<file path="src/design/asp_pkg.sv">
package asp_pkg;

    // Result kinds carried on the output tuser.
    localparam logic [2:0] KIND_PATH_BYTE   = 3'd0;
    localparam logic [2:0] KIND_DATE_BYTE   = 3'd1;
    localparam logic [2:0] KIND_DIRECTORY   = 3'd2;
    localparam logic [2:0] KIND_FILE_HEADER = 3'd3;
    localparam logic [2:0] KIND_FILE_DATA   = 3'd4;
    localparam logic [2:0] KIND_FILE_END    = 3'd5;
    localparam logic [2:0] KIND_ARCHIVE_END = 3'd6;
    localparam logic [2:0] KIND_ERROR       = 3'd7;

    // Error codes reported with the error kind.
    localparam logic [1:0] ERR_BAD_MARKER = 2'd0;
    localparam logic [1:0] ERR_DIR_LENGTH = 2'd1;
    localparam logic [1:0] ERR_AFTER_END  = 2'd2;

    // Characters recognized in the archive stream.
    localparam logic [7:0] CHR_UTF8      = 8'h32;
    localparam logic [7:0] CHR_WIDE      = 8'h31;
    localparam logic [7:0] CHR_NARROW    = 8'h5F;
    localparam logic [7:0] CHR_BACKSLASH = 8'h5C;
    localparam logic [7:0] CHR_SLASH     = 8'h2F;

    // Result queue sizing; a byte produces at most two results.
    localparam int FIFO_DEPTH   = 4;
    localparam int FIFO_PTR_W   = $clog2(FIFO_DEPTH);
    localparam int FIFO_CNT_W   = $clog2(FIFO_DEPTH + 1);
    localparam int OUT_TDATA_W  = 80;

    // One result item.
    typedef struct packed {
        logic [2:0]  kind;
        logic [7:0]  byte_value;
        logic [63:0] file_length;
        logic        path_is_utf8;
        logic [1:0]  error_code;
        logic        last;
    } t_result;

    // Results produced by one parsed byte.
    typedef struct packed {
        logic [1:0] count;
        t_result    res0;
        t_result    res1;
    } t_push;

endpackage

</file>
<file path="src/design/archive_stream_parser.sv">
// Channel     Direction  tdata                                     tuser  tlast
// s_axis      in         [7:0] data_byte                           -      -
// m_axis      out        [7:0] byte_value, [71:8] file_length,     kind   last
//                        [72] path_is_utf8, [74:73] error_code
//
// One byte is taken per cycle while the result queue has room: a byte is
// registered, then parsed, and its zero, one or two results are written into a
// four-entry result queue. The first result of an accepted byte passes the byte
// register and the result queue before it is valid on m_axis.
// The input stage stalls only while the queue lacks room for two results, so
// the sustained rate is one byte per cycle while results are taken as they come.
// Synchronous active-low reset returns the parser to the start of an entry and
// empties the queue.
module archive_stream_parser (
    input  logic        i_clk,
    input  logic        i_rst_n,
    input  logic        i_s_axis_tvalid,
    output logic        o_s_axis_tready,
    input  logic [7:0]  i_s_axis_tdata,   // [7:0] data_byte
    output logic        o_m_axis_tvalid,
    input  logic        i_m_axis_tready,
    // [7:0] byte_value, [71:8] file_length, [72] path_is_utf8, [74:73] error_code
    output logic [asp_pkg::OUT_TDATA_W-1:0] o_m_axis_tdata,
    output logic [2:0]  o_m_axis_tuser,   // [2:0] kind
    output logic        o_m_axis_tlast
);

    asp_pkg::t_push   w_push;
    asp_pkg::t_result w_result;
    logic             w_space;

    // Byte register and parser.
    asp_parser u_parser (
        .i_clk   (i_clk),
        .i_rst_n (i_rst_n),
        .i_valid (i_s_axis_tvalid),
        .o_ready (o_s_axis_tready),
        .i_byte  (i_s_axis_tdata),
        .i_space (w_space),
        .o_push  (w_push)
    );

    // Result queue feeding the output channel.
    asp_result_fifo u_fifo (
        .i_clk    (i_clk),
        .i_rst_n  (i_rst_n),
        .i_push   (w_push),
        .o_space  (w_space),
        .o_valid  (o_m_axis_tvalid),
        .i_ready  (i_m_axis_tready),
        .o_result (w_result)
    );

    // Output packing.
    assign o_m_axis_tdata = {5'd0, w_result.error_code, w_result.path_is_utf8,
                             w_result.file_length, w_result.byte_value};
    assign o_m_axis_tuser = w_result.kind;
    assign o_m_axis_tlast = w_result.last;

endmodule

</file>
<file path="src/design/asp_parser.sv">
module asp_parser (
    input  logic           i_clk,
    input  logic           i_rst_n,
    input  logic           i_valid,
    output logic           o_ready,
    input  logic [7:0]     i_byte,
    input  logic           i_space,
    output asp_pkg::t_push o_push
);

    localparam logic [3:0] PH_ENC   = 4'd0;
    localparam logic [3:0] PH_LMARK = 4'd1;
    localparam logic [3:0] PH_PLEN  = 4'd2;
    localparam logic [3:0] PH_PATH  = 4'd3;
    localparam logic [3:0] PH_DLEN  = 4'd4;
    localparam logic [3:0] PH_DATE  = 4'd5;
    localparam logic [3:0] PH_FLEN  = 4'd6;
    localparam logic [3:0] PH_FILE  = 4'd7;
    localparam logic [3:0] PH_DONE  = 4'd8;
    localparam logic [3:0] PH_ERR   = 4'd9;

    logic        r_in_valid;
    logic [7:0]  r_in_byte;
    logic [3:0]  r_phase,   n_phase;
    logic        r_utf8,    n_utf8;
    logic        r_wide,    n_wide;
    logic [7:0]  r_flen,    n_flen;
    logic [7:0]  r_fcnt,    n_fcnt;
    logic        r_pslash,  n_pslash;
    logic        r_ppslash, n_ppslash;
    logic [63:0] r_accum,   n_accum;
    logic [63:0] r_remain,  n_remain;

    logic        w_go;
    logic [7:0]  w_b;
    logic [7:0]  w_c;
    logic [7:0]  w_fcnt_inc;
    logic        w_final;
    logic [7:0]  w_need;
    logic [63:0] w_accum_new;
    logic        w_marker_ok;
    logic [1:0]  w_cnt;
    asp_pkg::t_result w_res0;
    asp_pkg::t_result w_res1;

    function automatic asp_pkg::t_result mk(input logic [2:0] kind, input logic [7:0] bv,
                                             input logic [63:0] flen, input logic [1:0] err);
        asp_pkg::t_result r;
        r              = '0;
        r.kind         = kind;
        r.byte_value   = bv;
        r.file_length  = flen;
        r.error_code   = err;
        return r;
    endfunction

    // The input stage is freed whenever its byte is parsed.
    assign w_go    = r_in_valid && i_space;
    assign o_ready = !r_in_valid || i_space;

    always_ff @(posedge i_clk) begin
        if (!i_rst_n) begin
            r_in_valid <= 1'b0;
        end else if (o_ready) begin
            r_in_valid <= i_valid;
        end
    end

    always_ff @(posedge i_clk) begin
        if (i_valid && o_ready) begin
            r_in_byte <= i_byte;
        end
    end

    // Shared decode of the current byte.
    assign w_b         = r_in_byte;
    assign w_c         = (w_b == asp_pkg::CHR_BACKSLASH) ? asp_pkg::CHR_SLASH : w_b;
    assign w_fcnt_inc  = r_fcnt + 8'd1;
    assign w_final     = (w_fcnt_inc == r_flen);
    assign w_need      = r_wide ? 8'd8 : 8'd4;
    assign w_marker_ok = (w_b == asp_pkg::CHR_WIDE) || (w_b == asp_pkg::CHR_NARROW);

    // Little-endian length assembly, one byte lane per count value.
    always_comb begin
        w_accum_new = r_accum;
        for (int i = 0; i < 8; i++) begin
            if (r_fcnt[2:0] == 3'(i)) begin
                w_accum_new[8*i +: 8] = r_accum[8*i +: 8] | w_b;
            end
        end
    end

    // Next state and results of one byte.
    always_comb begin
        n_phase   = r_phase;
        n_utf8    = r_utf8;
        n_wide    = r_wide;
        n_flen    = r_flen;
        n_fcnt    = r_fcnt;
        n_pslash  = r_pslash;
        n_ppslash = r_ppslash;
        n_accum   = r_accum;
        n_remain  = r_remain;
        w_cnt     = 2'd0;
        w_res0    = '0;
        w_res1    = '0;
        unique case (r_phase)
            PH_ENC, PH_LMARK: begin
                if (r_phase == PH_ENC && w_b == asp_pkg::CHR_UTF8) begin
                    n_utf8  = 1'b1;
                    n_phase = PH_LMARK;
                end else begin
                    if (r_phase == PH_ENC) begin
                        n_utf8 = 1'b0;
                    end
                    if (w_marker_ok) begin
                        n_wide  = (w_b == asp_pkg::CHR_WIDE);
                        n_phase = PH_PLEN;
                    end else begin
                        n_phase = PH_ERR;
                        n_flen  = {6'd0, asp_pkg::ERR_BAD_MARKER};
                        w_cnt   = 2'd1;
                        w_res0  = mk(asp_pkg::KIND_ERROR, 8'd0, 64'd0, asp_pkg::ERR_BAD_MARKER);
                    end
                end
            end
            PH_PLEN: begin
                if (w_b == 8'd0) begin
                    n_phase = PH_DONE;
                    w_cnt   = 2'd1;
                    w_res0  = mk(asp_pkg::KIND_ARCHIVE_END, 8'd0, 64'd0, 2'd0);
                end else begin
                    n_flen    = w_b;
                    n_fcnt    = 8'd0;
                    n_pslash  = 1'b0;
                    n_ppslash = 1'b0;
                    n_phase   = PH_PATH;
                end
            end
            PH_PATH: begin
                n_fcnt    = w_fcnt_inc;
                n_ppslash = r_pslash;
                // A trailing NUL is dropped and the slash test keeps the byte before it.
                if (w_final && w_c == 8'd0) begin
                    n_pslash = r_pslash;
                end else begin
                    n_pslash = (w_c == asp_pkg::CHR_SLASH);
                    w_cnt    = 2'd1;
                    w_res0   = mk(asp_pkg::KIND_PATH_BYTE, w_c, 64'd0, 2'd0);
                end
                if (w_final) begin
                    n_phase = PH_DLEN;
                end
            end
            PH_DLEN: begin
                n_flen  = w_b;
                n_fcnt  = 8'd0;
                n_accum = 64'd0;
                n_phase = (w_b == 8'd0) ? PH_FLEN : PH_DATE;
            end
            PH_DATE: begin
                w_cnt  = 2'd1;
                w_res0 = mk(asp_pkg::KIND_DATE_BYTE, w_b, 64'd0, 2'd0);
                n_fcnt = w_fcnt_inc;
                if (w_final) begin
                    n_fcnt  = 8'd0;
                    n_accum = 64'd0;
                    n_phase = PH_FLEN;
                end
            end
            PH_FLEN: begin
                n_accum = w_accum_new;
                n_fcnt  = w_fcnt_inc;
                if (w_fcnt_inc >= w_need) begin
                    n_fcnt = 8'd0;
                    if (r_pslash) begin
                        if (w_accum_new != 64'd0) begin
                            n_phase = PH_ERR;
                            n_flen  = {6'd0, asp_pkg::ERR_DIR_LENGTH};
                            w_cnt   = 2'd1;
                            w_res0  = mk(asp_pkg::KIND_ERROR, 8'd0, 64'd0,
                                         asp_pkg::ERR_DIR_LENGTH);
                        end else begin
                            n_phase = PH_ENC;
                            w_cnt   = 2'd1;
                            w_res0  = mk(asp_pkg::KIND_DIRECTORY, 8'd0, 64'd0, 2'd0);
                        end
                    end else begin
                        w_res0 = mk(asp_pkg::KIND_FILE_HEADER, 8'd0, w_accum_new, 2'd0);
                        if (w_accum_new == 64'd0) begin
                            // An empty file ends on the same byte as its header.
                            w_cnt   = 2'd2;
                            w_res1  = mk(asp_pkg::KIND_FILE_END, 8'd0, 64'd0, 2'd0);
                            n_phase = PH_ENC;
                        end else begin
                            w_cnt    = 2'd1;
                            n_remain = w_accum_new;
                            n_phase  = PH_FILE;
                        end
                    end
                end
            end
            PH_FILE: begin
                w_res0   = mk(asp_pkg::KIND_FILE_DATA, w_b, 64'd0, 2'd0);
                n_remain = r_remain - 64'd1;
                if (r_remain == 64'd1) begin
                    w_cnt   = 2'd2;
                    w_res1  = mk(asp_pkg::KIND_FILE_END, 8'd0, 64'd0, 2'd0);
                    n_phase = PH_ENC;
                end else begin
                    w_cnt = 2'd1;
                end
            end
            PH_DONE: begin
                n_phase = PH_ERR;
                n_flen  = {6'd0, asp_pkg::ERR_AFTER_END};
                w_cnt   = 2'd1;
                w_res0  = mk(asp_pkg::KIND_ERROR, 8'd0, 64'd0, asp_pkg::ERR_AFTER_END);
            end
            default: begin
                // Error state and unused codes repeat the stored error.
                w_cnt  = 2'd1;
                w_res0 = mk(asp_pkg::KIND_ERROR, 8'd0, 64'd0, r_flen[1:0]);
            end
        endcase
        w_res0.path_is_utf8 = n_utf8;
        w_res1.path_is_utf8 = n_utf8;
        w_res0.last         = (w_cnt == 2'd1);
        w_res1.last         = (w_cnt == 2'd2);
    end

    // Parser state registers.
    always_ff @(posedge i_clk) begin
        if (!i_rst_n) begin
            r_phase   <= PH_ENC;
            r_utf8    <= 1'b0;
            r_wide    <= 1'b0;
            r_flen    <= 8'd0;
            r_fcnt    <= 8'd0;
            r_pslash  <= 1'b0;
            r_ppslash <= 1'b0;
            r_accum   <= 64'd0;
            r_remain  <= 64'd0;
        end else if (w_go) begin
            r_phase   <= n_phase;
            r_utf8    <= n_utf8;
            r_wide    <= n_wide;
            r_flen    <= n_flen;
            r_fcnt    <= n_fcnt;
            r_pslash  <= n_pslash;
            r_ppslash <= n_ppslash;
            r_accum   <= n_accum;
            r_remain  <= n_remain;
        end
    end

    assign o_push.count = w_go ? w_cnt : 2'd0;
    assign o_push.res0  = w_res0;
    assign o_push.res1  = w_res1;

`ifndef SYNTHESIS
    // A file in progress always has data left to come.
    a_file_remaining: assert property (@(posedge i_clk) disable iff (!i_rst_n)
        (r_phase == PH_FILE) |-> (r_remain != 64'd0))
        else $error("file phase with no data remaining");

    // A pair of results is always data or header followed by a file end.
    a_pair_shape: assert property (@(posedge i_clk) disable iff (!i_rst_n)
        (w_go && w_cnt == 2'd2) |->
        ((w_res0.kind == asp_pkg::KIND_FILE_DATA ||
          w_res0.kind == asp_pkg::KIND_FILE_HEADER) &&
         w_res1.kind == asp_pkg::KIND_FILE_END))
        else $error("unexpected result pair");

    // Once in error the parser never leaves it.
    a_error_sticks: assert property (@(posedge i_clk) disable iff (!i_rst_n)
        (r_phase == PH_ERR) |=> (r_phase == PH_ERR))
        else $error("error state left without reset");
`endif

endmodule

</file>
<file path="src/design/asp_result_fifo.sv">
module asp_result_fifo (
    input  logic             i_clk,
    input  logic             i_rst_n,
    input  asp_pkg::t_push   i_push,
    output logic             o_space,
    output logic             o_valid,
    input  logic             i_ready,
    output asp_pkg::t_result o_result
);

    asp_pkg::t_result r_mem [asp_pkg::FIFO_DEPTH];

    logic [asp_pkg::FIFO_PTR_W-1:0] r_wr_ptr;
    logic [asp_pkg::FIFO_PTR_W-1:0] r_rd_ptr;
    logic [asp_pkg::FIFO_CNT_W-1:0] r_count;
    logic [asp_pkg::FIFO_PTR_W-1:0] w_wr_next;
    logic                           w_pop;

    // Room for a full pair is required before the parser takes a byte.
    assign o_space   = (r_count <= asp_pkg::FIFO_CNT_W'(asp_pkg::FIFO_DEPTH - 2));
    assign o_valid   = (r_count != '0);
    assign o_result  = r_mem[r_rd_ptr];
    assign w_pop     = o_valid && i_ready;
    assign w_wr_next = r_wr_ptr + asp_pkg::FIFO_PTR_W'(1);

    // Pointer and fill count tracking.
    always_ff @(posedge i_clk) begin
        if (!i_rst_n) begin
            r_wr_ptr <= '0;
            r_rd_ptr <= '0;
            r_count  <= '0;
        end else begin
            r_wr_ptr <= r_wr_ptr + asp_pkg::FIFO_PTR_W'(i_push.count);
            r_rd_ptr <= r_rd_ptr + asp_pkg::FIFO_PTR_W'(w_pop);
            r_count  <= r_count + asp_pkg::FIFO_CNT_W'(i_push.count)
                        - asp_pkg::FIFO_CNT_W'(w_pop);
        end
    end

    // Entry storage; a pair lands in two consecutive slots.
    always_ff @(posedge i_clk) begin
        if (i_push.count != 2'd0) begin
            r_mem[r_wr_ptr] <= i_push.res0;
        end
        if (i_push.count == 2'd2) begin
            r_mem[w_wr_next] <= i_push.res1;
        end
    end

`ifndef SYNTHESIS
    // The queue never overfills.
    a_no_overflow: assert property (@(posedge i_clk) disable iff (!i_rst_n)
        r_count <= asp_pkg::FIFO_CNT_W'(asp_pkg::FIFO_DEPTH))
        else $error("result queue overflow");
`endif

endmodule
</file>
<file path="config.mk">
export PLATFORM = sky130hd
export DESIGN_NAME = archive_stream_parser
export DESIGN_NICKNAME = d
export VERILOG_FILES = /design/src/design/asp_pkg.sv /design/src/design/archive_stream_parser.sv /design/src/design/asp_parser.sv /design/src/design/asp_result_fifo.sv
export SDC_FILE = /design/constraint.sdc
export NUM_CORES = 1
export LEC_CHECK = 0
export CAP_MARGIN = 15
export CORE_AREA = 2 2 224 446
export CTS_CLUSTER_DIAMETER = 120
export DETAILED_ROUTE_END_ITERATION = 10
export DIE_AREA = 0 0 226 448
export DONT_BUFFER_PORTS = 1
export GPL_ROUTABILITY_DRIVEN = 0
export PLACE_DENSITY = 0.43
export SLEW_MARGIN = 25
export SYNTH_ARGS = -nofsm -noshare
export SYNTH_HDL_FRONTEND = slang
export SYNTH_SLANG_ARGS = --single-unit
export TNS_END_PERCENT = 10
</file>
<file path="constraint.sdc">
create_clock -name i_clk -period 11.3 [get_ports i_clk]
set_clock_uncertainty 0.1 [all_clocks]
set_input_delay 1.13 -clock i_clk [delete_from_list [all_inputs] [get_ports i_clk]]
set_output_delay 1.13 -clock i_clk [all_outputs]
set_load 0.01 [all_outputs]
</file>
# Yosys cells after proc, flatten, opt, wreduce, memory -nomap -nowiden
# Memory sizes are Yosys's and may differ from the RTL's. A register that Yosys moved wholly into a read port is not among the register bits.
# Cells that the tools add are included.
# op_classes
addsub	7
bitwise	9
n_reduce_logical	30
n_lt_le_gt_ge	2
eq_ne	37
mux	73
# op_table
op	n
$mux 79	10
$pmux 79 s8	1
$mux 64	4
$pmux 64 s3	1
$pmux 79 s2	1
$mux 8	18
$pmux 64 s2	1
$pmux 8 s5	2
$mux 76	1
$eq 64x1->1 const B	1
$logic_not 64->1	1
$or 8x8->8	8
$reduce_bool 64->1	1
$sub 64x1->64 const B	1
$mux 4	10
$pmux 4 s8	1
$eq 8x6->1 const B	3
$eq 4x3->1 const B	4
$eq 8x7->1 const B	2
$logic_not 8->1	2
$mux 2	8
$eq 3x3->1 const B	4
$mux 1	12
$ne 2x1->1 const B	6
36 further kinds	55
# word_totals
wordCells	172
mem_count	1
mem_bits_rw	316
inputBits	12
regBits	167
# memory_table
name	depth	width	rd	rd_clocked_by_memory_dff	wr	line_no	text
u_fifo.r_mem	4	79	1	1	2	asp_result_fifo.sv:11	asp_pkg::t_result r_mem [asp_pkg::FIFO_DEPTH];

# Depth between registers and ports, before layout
# depth
ltp_word	11
mapped_depth	19
mapped_depth_nobuf	17

# By module
# A second synthesis with hierarchy kept.
# hier_totals
hier_cells	2256
area_unflattened_um2	26236.4
# modules_own_cells
module	n_inst	cells_each	area_per_inst_um2
asp_result_fifo	1	814	15605.0
asp_parser	1	1436	10590.2
archive_stream_parser	1	6	41.3

# Least setup slack after synthesis
# OpenSTA, ideal clock, no wires.
# synth_timing
path_kind	flip-flop to flip-flop
startpoint	register u_parser.r_fcnt[2]
endpoint	register u_fifo.r_count[2] (netlist bit)
stages_incl_launch_ff	20
period_less_slack_ns	3.995
required_time_ns	11.072
path_buffers	3
arrival_time_ns	3.767
setup_slack_ns	7.305
path_cell_list	dfxtp_1 -> buf_6 -> buf_2 -> inv_1 -> ha_1 -> clkbuf_1 -> o21ai_0 -> o2111ai_1 -> a2111o_1 -> or3_4 -> o311ai_0 -> and4b_1 -> nand2b_1 -> ha_1 -> inv_1 -> ha_1 -> fa_1 -> xor2_1 -> xnor2_1 -> nor2_1
# synth_via
elab_chain_cells	10
word_cells_on_any_way	29
classes_between	add/sub: 3; order compare: 1; eq/ne: 8; mux: 14; reduce/logical: 3
# synth_lines
item	line_no	text
start: declaration	asp_parser.sv:28	logic [7:0] r_fcnt, n_fcnt;
start signal: assignment	asp_parser.sv:249	r_fcnt <= n_fcnt;
parallel branches: the longest is 6 deep, another holds $add 8x1->8	n/a	
$pmux 2 s6 (*)	asp_parser.sv:107	unique case (r_phase)
$mux 2 (*)	asp_parser.sv:257	assign o_push.count = w_go ? w_cnt : 2'd0;
$add 3x2->3 (*)	asp_result_fifo.sv:35	r_count <= r_count + asp_pkg::FIFO_CNT_W'(i_push.count)
$sub 3x1->3 (*)	asp_result_fifo.sv:36	- asp_pkg::FIFO_CNT_W'(w_pop);
end signal: assignment	asp_result_fifo.sv:35	
end: declaration	asp_result_fifo.sv:15	logic [asp_pkg::FIFO_CNT_W-1:0] r_count;
# Mark *: on every way between the ends.
# A chain may end at the register's enable or synchronous reset.

# Worst setup path after layout
# Ends and elaborated chain as after synthesis.

==> out/metrics.cfg <==
[sta]
tns_ns = 0
max_freq_mhz = 194
drv_slew = 0
period_needed_ns = 5.15
fin_crit_sh_pct = 45.6
slew-limit-headroom_pct = 28.0
setup_viol = 0
rsz0062_at_grt = false
tightest_slew_ns = 1.08
finalHoldViolCount = 0
hold-worst-slack_ns = 0.351

[synth]
synth_cell_type_count = 95
ys_seq_elements = 483
synth_top_area_cell = dfxtp_1
ys_seq_area_share_pct = 40.8
yosys_warnings = 0
synth.area.top_cells = dfxtp_1, nor4_1, mux4_2
synthFlopType = dfxtp_1
mappedNetlistArea_um2 = 24300
synth_top_area_share_pct = 37.9
synth_cells = 2612
syn_avg_cell_area_um2 = 9.29
synthArstFlopShare_pct = 0
synth_enable_flop_cells = 24

[clock_network]
clockBufferDepth = 3
root_buffer = clkbuf_16
clk_latency_ns = 0.65
numCtsBuffers = 53
cts_htree_levels = 2
cts_tree = yes
post_cts_buffers = 0
clk_pin_slew_ns = 0.06
ctsResizeCount = 0
postCtsHoldBufs = 0
cts_sinks = 483

[worst_setup_path]
crit_buf_inv = 1
crit_family = compound AO/OA/AOI/OAI gates
r2r_start = u_parser.r_fcnt[2]
critical_path_class = reg -> reg
critPathRequiredTime_ns = 11.68
cpMostUsedCell = ha_1
cp_cell_sequence = ha_1 > a21oi_1 > o2111ai_1 > a2111o_1 > or3_4 > o311ai_0 > and4b_1 > nand2b_1 > ha_1 > inv_1 > ha_1 > fa_1 > xor2_1 > xnor2_1 > nor2_1
cp-start-kind = flop
cpPeakStageDelay_ns = 0.73
crit_fanout = 25
critPathSlowestCell = a21oi_1
end_kind = flop
r2r_cells = 15
worst_r2r_endpoint = u_fifo.r_count[2]
reg2reg_slack_ns = 6.15
cp.arrival_ns = 5.53

[floorplanning]
io_pins = 98
dieArea_um2 = 101000
start_util_pct = 24.9
die_y_um = 448
fp-row-count = 162
die_x_um = 226
core_region_area_um2 = 97500

[route]
drt-initial-drc-count = 1761
num_vias = 21800
avgRoutedWirePerCell_um = 25.9
vias_per_cell = 5.78
totalWireLength_mm = 97.7
drc = 0
antenna_left = 0
first_pass_iters = 5

[placed_design]
place_area_um2 = 25000
numPortBuffers = 0
dpl.hpwl_mm = 60.2

[finish]
drive_gt1_share_pct = 14.6
layout_commonest_cell = dfxtp_1
postLayoutCellArea_um2 = 26800
area_growth_syn_to_layout_pct = 10.4
n_fill_cell = 10400
fin_nets = 2448
utilization_pct = 27.5
final_cell_mix = dfxtp_1, nor4_1, a21oi_1

[min_path]
hp-start = u_parser.r_accum[54]
whs_path_depth = 2
min_to = u_parser.r_accum[54]
hold_path.class = reg -> reg

[flow_run]
max_cap_violations = 0

[global_routing]
antenna_found_initial = 1
grt_pass1_vias = 21600
grt_max_degree = 247
grt_pass1_wl_mm = 144
grt_use_total_pct = 18.9
grt_overflow_total = 0

[power_and_ir_drop]
power.leakage_nw = 9.20
power_per_cell_area_nw_per_um2 = 148
max-vdd-ir-drop_mv = 0.0929
power.total_mw = 3.98

[outcome]
status = finished clean

-- power by group --
group	total [mW]	switching, mW	internal, mW
registers	1.82	0.0730	1.74
clock network	1.78	0.770	1.01
logic	0.382	0.247	0.135
-- cell type report --
cell class | count | area, um2 | area share [%]
Antenna cell | 1 | 2.50 | 0.00933
Sequential cell | 483 | 9920 | 37.0
Inverter | 27 | 101 | 0.378
Clock inverter | 23 | 256 | 0.957
Timing Repair Buffer | 49 | 448 | 1.67
Multi-Input combinational cell | 1806 | 13000 | 48.3
Clock buffer | 71 | 1480 | 5.54
Tap cell | 1312 | 1640 | 6.12
-- per-stage QoR --
stage / std cells / setup slack (ns)
2_1_floorplan: 2616 / 7.31
3_3_place_gp: 3674 / 6.31
3_5_place_dp: 3674 / 6.22
4_1_cts: 3768 / 6.22
5_1_grt: 3772 / 5.79
6_report: 3772 / 6.15
-- routing by layer --
layer / wire (um) / global-route usage (%) / part of all wire, % / vias up
li1: - / - / - / 9690
met1: 37100 / 21.5 / 38 / 11000
met2: 50000 / 34.1 / 51 / 849
met3: 5650 / 2.76 / 5.8 / 207
met4: 5030 / 9.48 / 5.1 / 0
met5: 0 / 0 / 0 / -
-- Yosys cell counts (all sizes together), types with 8 or more instances --
| library cell | count |
|---|---|
| dfxtp | 459 |
| nor4 | 291 |
| a31o | 262 |
| a21oi | 255 |
| nand2 | 207 |
| clkbuf | 190 |
| nor2 | 147 |
| buf | 110 |
| mux4 | 79 |
| or3 | 78 |
| mux2i | 45 |
| o21ai | 39 |
| nor3 | 33 |
| o22ai | 29 |
| o221a | 27 |
| a31oi | 26 |
| inv | 26 |
| nand3 | 26 |
| edfxtp | 24 |
| and2 | 22 |
| and3 | 18 |
| nand4 | 16 |
| ha | 15 |
| and4 | 13 |
| or2 | 11 |
| a22oi | 10 |
| o32ai | 9 |
| or4 | 9 |
| a32o | 8 |
-- sequential cells by signal, summed over array words and instances, names as in the netlist, 2 cells and up --
signal              cells
u_fifo.r_mem          316
u_parser.r_accum       64
u_parser.r_remain      64
u_parser.r_fcnt         8
u_parser.r_flen         8
u_parser.r_in_byte      8
u_parser.r_phase        4
u_fifo.r_count          3
u_fifo.r_rd_ptr         2
u_fifo.r_wr_ptr         2
-- worst max-delay path by stage --
stage	start	endpoint	slack [ns]	cells after the start
6_report	u_parser.r_fcnt[2]	u_fifo.r_count[2]	6.15	15
5_1_grt	u_parser.r_fcnt[2]	u_fifo.r_count[2]	5.79	15
4_1_cts	u_parser.r_fcnt[1]	u_fifo.r_count[2]	6.22	16
3_5_place_dp	u_parser.r_fcnt[1]	u_fifo.r_count[2]	6.22	16
3_3_place_gp	u_parser.r_fcnt[2]	u_fifo.r_mem[2][0]	6.31	10
2_1_floorplan	u_parser.r_fcnt[2]	u_fifo.r_count[2]	7.31	19
-- kinds of logic after synthesis --
family	synth area share (%)
xor gates and xnor gates	0.526
and+or+nand+nor	19.7
muxes	9.51
other	0.0154
buffers and inverters	6.35
DFF	40.8
adders and majority gates	0.856
AOI/OAI and AO/OA	22.2
-- worst min-delay path: cells and delay by family, from the launching register on --
kind	cells	cell delay [ns]
AO/OA/AOI/OAI	1	0.05
flip-flops	1	0.31
AND/OR/NAND/NOR	1	0.05
No activity file was read; power rests on OpenSTA's default activity.
